`config.mk`:
```
export PLATFORM = sky130hd
export DESIGN_NAME = hlva_rho_unit
export DESIGN_NICKNAME = d
export VERILOG_FILES = /design/src/rtl/hlva_pkg.sv /design/src/rtl/hlva_rho_unit.sv
export SDC_FILE = /design/constraint.sdc
export NUM_CORES = 1
export LEC_CHECK = 0
export BUFFER_PORTS_ARGS = -buffer_cell sky130_fd_sc_hd__clkbuf_2
export CORE_MARGIN = 4
export CORE_UTILIZATION = 52
export DETAILED_ROUTE_END_ITERATION = 8
export PLACE_DENSITY = 0.68
export SLEW_MARGIN = 20
export SYNTH_ARGS = -nofsm -noshare
export SYNTH_HDL_FRONTEND = slang
export SYNTH_SLANG_ARGS = --single-unit
```
`constraint.sdc`:
```
create_clock -name i_clk -period 9.5 [get_ports i_clk]
set_input_delay 1.9 -clock i_clk [delete_from_list [all_inputs] [get_ports i_clk]]
set_output_delay 1.9 -clock i_clk [all_outputs]
set_load 0.02 [all_outputs]
```
`src/rtl/hlva_pkg.sv`:
```
package hlva_pkg;

    // Field widths of one input beat and one result beat
    localparam int OPCODE_W   = 2;
    localparam int PIXEL_X_W  = 10;
    localparam int PIXEL_Y_W  = 9;
    localparam int PIXEL_V_W  = 8;
    localparam int ANGLE_IDX_W = 8;
    localparam int DIST_IDX_W = 11;
    localparam int COUNT_W    = 16;

    // Opcodes
    localparam logic [OPCODE_W-1:0] OP_VOTE  = 2'd0;
    localparam logic [OPCODE_W-1:0] OP_QUERY = 2'd1;
    localparam logic [OPCODE_W-1:0] OP_CLEAR = 2'd2;

    localparam logic [PIXEL_V_W-1:0] VOTE_PIXEL      = 8'd255;
    localparam logic [COUNT_W-1:0]   THRESHOLD_RESET = 16'd150;
    localparam logic [COUNT_W-1:0]   COUNT_MAX       = 16'hFFFF;

    // Q1.14 trig and rounding
    localparam int Q_FRAC        = 14;
    localparam int Q_HALF        = 8192;
    localparam int DEG_HALF_TURN = 180;
    localparam int DEG_QUARTER   = 90;

    typedef struct packed {
        logic [OPCODE_W-1:0]    opcode;
        logic [PIXEL_X_W-1:0]   pixel_x;
        logic [PIXEL_Y_W-1:0]   pixel_y;
        logic [PIXEL_V_W-1:0]   pixel_value;
        logic [ANGLE_IDX_W-1:0] angle_index;
        logic [DIST_IDX_W-1:0]  distance_index;
    } t_in_item;

    typedef struct packed {
        logic [COUNT_W-1:0] vote_count;
        logic               is_peak;
    } t_out_item;

    // round(16384 * sin(d degrees)), d = 0..90
    localparam logic signed [15:0] SIN_Q14 [91] = '{
            16'sd0,     16'sd286,   16'sd572,   16'sd857,   16'sd1143,
            16'sd1428,  16'sd1713,  16'sd1997,  16'sd2280,  16'sd2563,
            16'sd2845,  16'sd3126,  16'sd3406,  16'sd3686,  16'sd3964,
            16'sd4240,  16'sd4516,  16'sd4790,  16'sd5063,  16'sd5334,
            16'sd5604,  16'sd5872,  16'sd6138,  16'sd6402,  16'sd6664,
            16'sd6924,  16'sd7182,  16'sd7438,  16'sd7692,  16'sd7943,
            16'sd8192,  16'sd8438,  16'sd8682,  16'sd8923,  16'sd9162,
            16'sd9397,  16'sd9630,  16'sd9860,  16'sd10087, 16'sd10311,
            16'sd10531, 16'sd10749, 16'sd10963, 16'sd11174, 16'sd11381,
            16'sd11585, 16'sd11786, 16'sd11982, 16'sd12176, 16'sd12365,
            16'sd12551, 16'sd12733, 16'sd12911, 16'sd13085, 16'sd13255,
            16'sd13421, 16'sd13583, 16'sd13741, 16'sd13894, 16'sd14044,
            16'sd14189, 16'sd14330, 16'sd14466, 16'sd14598, 16'sd14726,
            16'sd14849, 16'sd14968, 16'sd15082, 16'sd15191, 16'sd15296,
            16'sd15396, 16'sd15491, 16'sd15582, 16'sd15668, 16'sd15749,
            16'sd15826, 16'sd15897, 16'sd15964, 16'sd16026, 16'sd16083,
            16'sd16135, 16'sd16182, 16'sd16225, 16'sd16262, 16'sd16294,
            16'sd16322, 16'sd16344, 16'sd16362, 16'sd16374, 16'sd16382,
            16'sd16384
    };

    function automatic logic signed [15:0] sin_q14(input logic [6:0] deg);
        logic signed [15:0] val;
        val = 16'sd0;
        if (deg <= 7'(DEG_QUARTER)) begin
            val = SIN_Q14[deg];
        end
        return val;
    endfunction

endpackage

```
`src/rtl/hlva_rho_unit.sv`:
```
module hlva_rho_unit
    import hlva_pkg::*;
#(
    parameter int ANGLE_BINS   = 180,
    parameter int MAX_DISTANCE = 800
) (
    input  logic                                           i_clk,
    input  logic                                           i_rst_n,
    input  logic                                           i_valid,
    input  logic [$clog2(ANGLE_BINS)-1:0]                  i_angle,
    input  logic [7:0]                                     i_deg,
    input  logic [PIXEL_X_W-1:0]                           i_x,
    input  logic [PIXEL_Y_W-1:0]                           i_y,
    output logic                                           o_valid,
    output logic [$clog2(ANGLE_BINS*(2*MAX_DISTANCE+1))-1:0] o_addr,
    output logic                                           o_busy
);

    localparam int RHO_BINS = 2 * MAX_DISTANCE + 1;
    localparam int DEPTH    = ANGLE_BINS * RHO_BINS;
    localparam int ADDR_W   = $clog2(DEPTH);
    localparam int ANG_W    = $clog2(ANGLE_BINS);
    localparam int RHO_W    = $clog2(RHO_BINS);
    localparam int P_W      = 27;
    localparam int V_W      = 28;
    localparam int M_W      = 29;
    localparam int Q_W      = M_W - Q_FRAC;
    localparam int N_W      = 18;

    // stage 1: table lookup
    logic                    r1_valid;
    logic [ANG_W-1:0]        r1_m;
    logic signed [15:0]      r1_cos;
    logic signed [15:0]      r1_sin;
    // stage 2: products
    logic                    r2_valid;
    logic [ANG_W-1:0]        r2_m;
    logic signed [P_W-1:0]   r2_px;
    logic signed [P_W-1:0]   r2_py;
    // stage 3: sum
    logic                    r3_valid;
    logic [ANG_W-1:0]        r3_m;
    logic signed [V_W-1:0]   r3_v;
    // stage 4: magnitude plus half
    logic                    r4_valid;
    logic [ANG_W-1:0]        r4_m;
    logic                    r4_neg;
    logic [M_W-1:0]          r4_mag;
    // stage 5: distance bin
    logic                    r5_valid;
    logic [ANG_W-1:0]        r5_m;
    logic [RHO_W-1:0]        r5_rho;
    // stage 6: address
    logic                    r6_valid;
    logic [ADDR_W-1:0]       r6_addr;

    logic signed [15:0]      n_cos;
    logic signed [15:0]      n_sin;
    logic signed [M_W-1:0]   n_v_ext;
    logic [Q_W-1:0]          n_q;
    logic [N_W-1:0]          n_rho;
    logic                    n_in_range;

    always_comb begin
        if (i_deg <= 8'(DEG_QUARTER)) begin
            n_cos = sin_q14(7'(8'(DEG_QUARTER) - i_deg));
            n_sin = sin_q14(7'(i_deg));
        end else begin
            n_cos = -sin_q14(7'(i_deg - 8'(DEG_QUARTER)));
            n_sin = sin_q14(7'(8'(DEG_HALF_TURN) - i_deg));
        end
    end

    assign n_v_ext    = M_W'(r3_v);
    assign n_q        = Q_W'(r4_mag >> Q_FRAC);
    assign n_rho      = r4_neg ? (N_W'(MAX_DISTANCE) - N_W'(n_q))
                               : (N_W'(MAX_DISTANCE) + N_W'(n_q));
    assign n_in_range = !n_rho[N_W-1] && (n_rho < N_W'(RHO_BINS));

    always_ff @(posedge i_clk) begin
        if (!i_rst_n) begin
            r1_valid <= 1'b0;
            r2_valid <= 1'b0;
            r3_valid <= 1'b0;
            r4_valid <= 1'b0;
            r5_valid <= 1'b0;
            r6_valid <= 1'b0;
        end else begin
            r1_valid <= i_valid;
            r2_valid <= r1_valid;
            r3_valid <= r2_valid;
            r4_valid <= r3_valid;
            r5_valid <= r4_valid && n_in_range;
            r6_valid <= r5_valid;
        end
        r1_m    <= i_angle;
        r1_cos  <= n_cos;
        r1_sin  <= n_sin;
        r2_m    <= r1_m;
        r2_px   <= P_W'($signed({1'b0, i_x}) * r1_cos);
        r2_py   <= P_W'($signed({1'b0, i_y}) * r1_sin);
        r3_m    <= r2_m;
        r3_v    <= V_W'(r2_px) + V_W'(r2_py);
        r4_m    <= r3_m;
        r4_neg  <= r3_v[V_W-1];
        // round half away from zero: |v| + half, then shift
        r4_mag  <= r3_v[V_W-1] ? M_W'(M_W'(Q_HALF) - n_v_ext)
                               : M_W'(n_v_ext + M_W'(Q_HALF));
        r5_m    <= r4_m;
        r5_rho  <= n_rho[RHO_W-1:0];
        r6_addr <= ADDR_W'(32'(r5_rho) * ANGLE_BINS + 32'(r5_m));
    end

    assign o_valid = r6_valid;
    assign o_addr  = r6_addr;
    assign o_busy  = r1_valid || r2_valid || r3_valid || r4_valid || r5_valid || r6_valid;

endmodule

```
==> results of run 1 <==
sequential cells by signal, summed over array words and instances, names as in the netlist, 11 cells and up:
signal and cells:
r3_v 28, r2_px 27, r2_py 26, o_addr 19
r1_cos 16, r1_sin 15, r4_mag 15, r5_rho 11
worst paths after layout:
kind / slack [ns] / endpoint / startpoint / depth (start not counted)
worst max-delay path: 2.36 / r2_px[25] / i_x[7] / 19
worst min-delay path: 0.32 / r3_m[2] / r2_m[2] / 0
worst max register to register: 3.43 / r2_py[22] / r1_sin[8] / 19
worst min register to register: 0.32 / r3_m[2] / r2_m[2] / 0
routing by layer:
metal | share of wire [%] | wire length [um] | up-vias | GRT usage [%]
li1 | - | - | 11000 | -
met1 | 40 | 30500 | 11300 | 35.1
met2 | 48 | 36600 | 1026 | 47.7
met3 | 7.4 | 5650 | 250 | 4.07
met4 | 5.2 | 4020 | 0 | 12.5
met5 | 0 | 0 | - | 0
Yosys cell counts (13+ instances only):
cell / n / share of area [%]
or3_1: 14 / 0.33
o21ai_0: 179 / 3.4
a21o_1: 43 / 1.2
nor3_1: 68 / 1.3
and3_1: 23 / 0.54
inv_1: 389 / 5.5
o21a_1: 19 / 0.54
buf_1: 20 / 0.28
dfxtp_1: 204 / 15
nor2_1: 198 / 2.8
o311ai_0: 19 / 0.63
o22ai_1: 27 / 0.64
xnor2_1: 105 / 3.5
mux4_2: 17 / 1.4
buf_2: 24 / 0.45
o221ai_1: 15 / 0.50
fa_1: 253 / 19
nand2b_1: 33 / 0.78
mux2i_1: 16 / 0.61
and2_1: 162 / 3.8
ha_1: 235 / 11
xor2_1: 44 / 1.5
nand3_1: 51 / 0.97
a311oi_1: 23 / 0.76
nand2_1: 341 / 4.8
a31oi_1: 39 / 0.92
nor4_1: 13 / 0.31
nor2b_1: 22 / 0.52
a211oi_1: 53 / 1.5
clkbuf_1: 161 / 2.3
a21oi_1: 218 / 4.1
o31ai_1: 17 / 0.48
o211ai_1: 51 / 1.4
worst register-to-register path, stage by stage (launching register included):
cell,delay (ns)
dfxtp_1,0.61
nand2_1,0.17
fa_1,0.56
inv_1,0.05
fa_1,0.52
fa_1,0.44
fa_1,0.56
inv_1,0.06
fa_1,0.52
inv_1,0.04
ha_1,0.37
a21o_1,0.19
a2111oi_0,0.42
and3_1,0.22
o31ai_1,0.09
a221oi_1,0.45
o21ai_0,0.26
o21a_1,0.22
nor2_1,0.12
xnor2_1,0.13
kinds of logic after synthesis:
logic type,synth area share (%)
mux,2.39
compound gates,19.9
xor+xnor,5.27
fa+ha+maj,30.3
other cells,0.0142
simple gates,17.7
buf+inv,8.91
flops,15.4
stage by stage:
stage / hold WS [ns] / instances / cell area, um2 / util [%]
after global placement: 0.313 / 3842 / 27100 / 53.9
after detailed placement: 0.312 / 3842 / 27100 / 53.9
after global routing: 0.328 / 3885 / 27900 / 55.6
final: 0.322 / 3885 / 27900 / 55.6
after floorplan: 0.310 / 3285 / 26400 / -
after CTS: 0.324 / 3884 / 27900 / 55.6
cell type report:
type                            count  area (um2)
Clock buffer                       26         607
Clock inverter                     16         204
Fill cell                        4662       22300
Inverter                          395        1480
Multi-Input combinational cell   2473       20100
Sequential cell                   204        4080
Tap cell                          672         841
Timing Repair Buffer               99         611
==> results.tsv, run 1 <==
metric	value	unit
via_count	23600	
cts_hold_buffers	0	
setup_slack	2.36	ns
final_max_slew_viol_count	0	
grt_pass1_vias	23700	
synthCells	3285	
yosys_warnings	0	
drc	0	
antenna_found_initial	0	
required	9.93	ns
antenna_cells	0	
synthArstFlopShare	0	%
period_minus_slack	7.14	ns
drive_gt1_share	6.38	%
slowest_delay	0.54	ns
cp_common_cell	fa_1	
crit_arrival	7.58	ns
synth_area_per_cell	8.05	um2
crit_slowest_cell	fa_1	
clkTransAtPathRegs	0.06	ns
ys.flop_type	dfxtp_1	
rows	82	
place_congestion	0.933	
max_cap_viol_count	0	
cts_tree	built	
clk_latency	0.55	ns
ys_seq_elements	204	
rsz0062_at_grt	false	
crit_type	in -> reg	
finalSetupTns	0	ns
endpoint_kind	flip-flop	
postCtsSetupRepairBufs	0	
synth_fp_nets	3811	
cp_max_fo	16	
coreArea	50200	um2
die_area	54500	um2
fin_skew	0.0185	ns
grt_max_degree	81	
hp-class	reg -> reg	
cts_buffers	23	
fmaxAchievable	140	MHz
finalSetupViolations	0	
seq_area_frac_synth	15.4	%
grt_use_total	27.9	%
cts_resized	0	
dpl.hpwl	57.1	mm
hold_violations	0	
synth_edf_count	0	
clock-sinks	204	
path_cells	clkbuf_2 > and2_1 > fa_1 > inv_1 > fa_1 > inv_1 > fa_1 > fa_1 > inv_1 > fa_1 > inv_1 > ha_1 > a21oi_1 > nor4b_1 > o31ai_1 > o311a_1 > o21ai_0 > a211oi_1 > o311ai_0	
layout_commonest_cell	inv_1	
critPathTopFamily	adder cells	
overflow	0	
crit_buf_inv	5	
ant_nets	0	
port_buffers	58	
relSlewSlack	32.7	%
crit_path_start_kind	input port	
fp.dieW	233	um
nNetsFinal	3722	
grt_pass1_wl	124	mm
timing.final.crit_share	75.2	%
die_h	233	um
synth_cell_types	91	
start_util	52.7	%
status	complete, no violations	
htreeDepth	1	
wirelength	76.8	mm
drtIter0Drc	2394	
syn_area	26400	um2
avgRoutedWirePerCell	19.8	um
dpl_worst_slack	1.81	ns
io_pins	59	
first_pass_iters	6	
final_cell_mix	inv_1, nand2_1, fa_1, ha_1, a21oi_1	
vias_per_cell	6.07	
tightest_slew	1.01	ns
clockRootBuffer	clkbuf_16	
area_growth_syn_to_layout	5.50	%
cts_buffer_depth	3	
Power of run 1 is not shown: default switching activity piles up to over one toggle a cycle in this logic, so the estimate is an artifact.
==> run 2, diff against run 1 <==
==> constraint.sdc (replaced) <==
create_clock -name i_clk -period 6.9 [get_ports i_clk]
set_input_delay 1.38 -clock i_clk [delete_from_list [all_inputs] [get_ports i_clk]]
set_output_delay 1.38 -clock i_clk [all_outputs]
set_load 0.02 [all_outputs]
==> run 2 against run 1 <==
Compared with the run above:
- global-route usage up 0.60 points
- core utilization is 0.47 points higher
- critical path depth is the same
- final cell count is 0.75% higher
- sequential share of layout area down 0.12 points
- die area is the same
- via count is 1.4% higher
- critical endpoint unchanged
- largest cell class unchanged
- highest routed layer is now met5
==> results.tsv, run 2 (synthesis results as in run 1) <==
metric	value	unit	change
drive_gt1_share	7.16	%	+0.78 points
final_max_slew_viol_count	0		unchanged
port_buffers	58		unchanged
crit_type	in -> reg		
grt_pass1_vias	24200		+2.2%
start_util	52.7	%	unchanged
status	complete, no violations		
antenna_cells	0		unchanged
cts_resized	0		unchanged
reg2reg_slack	0.97	ns	-2.46 ns
tightest_slew	1.14	ns	+0.130 ns
die_area	54500	um2	unchanged
required	7.32	ns	-2.61 ns
grt_pass1_wl	127	mm	+2.5%
via_count	23900		+1.4%
rr_endpoint	r2_px[25]		
drc	0		unchanged
whs_endpoint	r5_m[2]		
vias_per_cell	6.11		+0.61%
cts_buffers	25		+8.7%
crit_path_start_kind	input port		
drtIter0Drc	2514		+5.0%
postCtsSetupRepairBufs	0		unchanged
rsz0062_at_grt	false		
fin_skew	0.0252	ns	+0.00669 ns
avgRoutedWirePerCell	20.0	um	+1.3%
timing.final.crit_share	91.5	%	
slowest_delay	0.56	ns	+0.02 ns
relSlewSlack	23.7	%	-9.1 points
biggestRegsByFlops	r3_v: 28 flops, r2_px: 27 flops, r2_py: 26 flops		
wirelength	78.4	mm	+2.1%
die_h	233	um	unchanged
coreArea	50200	um2	unchanged
final_cell_mix	inv_1, nand2_1, fa_1, ha_1, a21oi_1		
finalSetupViolations	0		unchanged
regMostFlops	r3_v		
reg2regPathDepth	18		-1
grt_use_total	28.5	%	+0.60 points
r2r_start	r1_cos[4]		
crit_slowest_cell	fa_1		
hp-class	reg -> reg		
cp_common_cell	fa_1		
max_cap_viol_count	0		unchanged
fmaxAchievable	158	MHz	
grt_max_degree	78		-3.7%
cts_tree	built		
dpl.hpwl	58.6	mm	+2.7%
largest_reg_flops	28		unchanged
crit_arrival	6.73	ns	-0.85 ns
cts_buffer_depth	3		unchanged
area_growth_syn_to_layout	6.40	%	
clockRootBuffer	clkbuf_16		
finalSetupTns	0	ns	unchanged
period_minus_slack	6.31	ns	
cp_max_fo	15		-1
antenna_found_initial	0		unchanged
rows	82		unchanged
layout_commonest_cell	inv_1		
place_congestion	0.992		+6.3%
clk_latency	0.56	ns	about the same
clock-sinks	204		unchanged
htreeDepth	1		unchanged
endpoint_kind	flip-flop		
fp.dieW	233	um	unchanged
min-delay-start	r4_m[2]		
overflow	0		unchanged
clkTransAtPathRegs	0.06	ns	about the same
io_pins	59		unchanged
hold_violations	0		unchanged
path_cells	clkbuf_2 > buf_4 > nand2_1 > fa_1 > fa_1 > inv_1 > fa_1 > fa_1 > inv_1 > fa_1 > inv_1 > ha_1 > a21oi_1 > nor4b_1 > o31ai_1 > o311a_1 > o21ai_0 > a211oi_1 > o311ai_0		
cts_hold_buffers	0		unchanged
whs_path_depth	0		unchanged
first_pass_iters	7		+1
nNetsFinal	3750		+0.75%
ant_nets	0		unchanged
run 2: cell count changes in the layout (fill, tap and decap cells not counted), sizes merged:
cell      before  now
buf           42   68
clkbuf        83   88
clkinvlp       4    0
clkinv         8   10
bufinv         3    2
inv          396  397
run 2: how the worst max path moves through the flow:
stage,start,end,depth (start not counted)
final,i_x[7],r2_px[25],19
after global routing,i_x[7],r2_px[25],19
after CTS,i_x[7],r2_px[25],19
after detailed placement,i_x[7],r2_px[25],19
after global placement,i_x[7],r2_px[25],19
after floorplan,i_x[4],r2_px[25],19
run 2: worst max-delay path: cells and delay by family:
| kind | cells | cell delay, ns |
|---|---|---|
| adders and majority gates | 6 | 2.90 |
| AOI/OAI and AO/OA | 6 | 1.52 |
| and+or+nand+nor | 2 | 0.48 |
| buffers and inverters | 5 | 0.45 |
run 2: cell type report:
cell class	count	area, um2
clock inverters	14	165
fillers	4621	22000
inverters	395	1480
multi-input cells	2473	20100
repair buffers	125	806
flip-flops and latches	204	4080
clock buffers	31	698
well taps	672	841
run 2: metrics by stage:
stage               setup slack (ns)  hold slack (ns)  instance area [um2]  util [%]  std cells
global placement               0.164            0.312                27300      54.4       3869
floorplan                      0.312            0.310                26400         -       3285
finish                         0.590            0.313                28100      56.1       3914
CTS                            0.602            0.314                28100      56.1       3914
global route                   0.288            0.329                28100      56.1       3914
detailed placement            0.0232            0.312                27300      54.4       3869
run 2: metal layers:
layer  routed length, um  track usage [%]  up-vias  part of all wire [%]
met5                  62            0.919        -                 0.079
met4                3490             11.1        2                   4.5
met3                6170             4.66      241                   7.9
met2               37700             48.8     1102                    48
met1               30900             36.1    11500                    39
li1                    -                -    11100                     -
Power of run 2 is left out for the same reason.
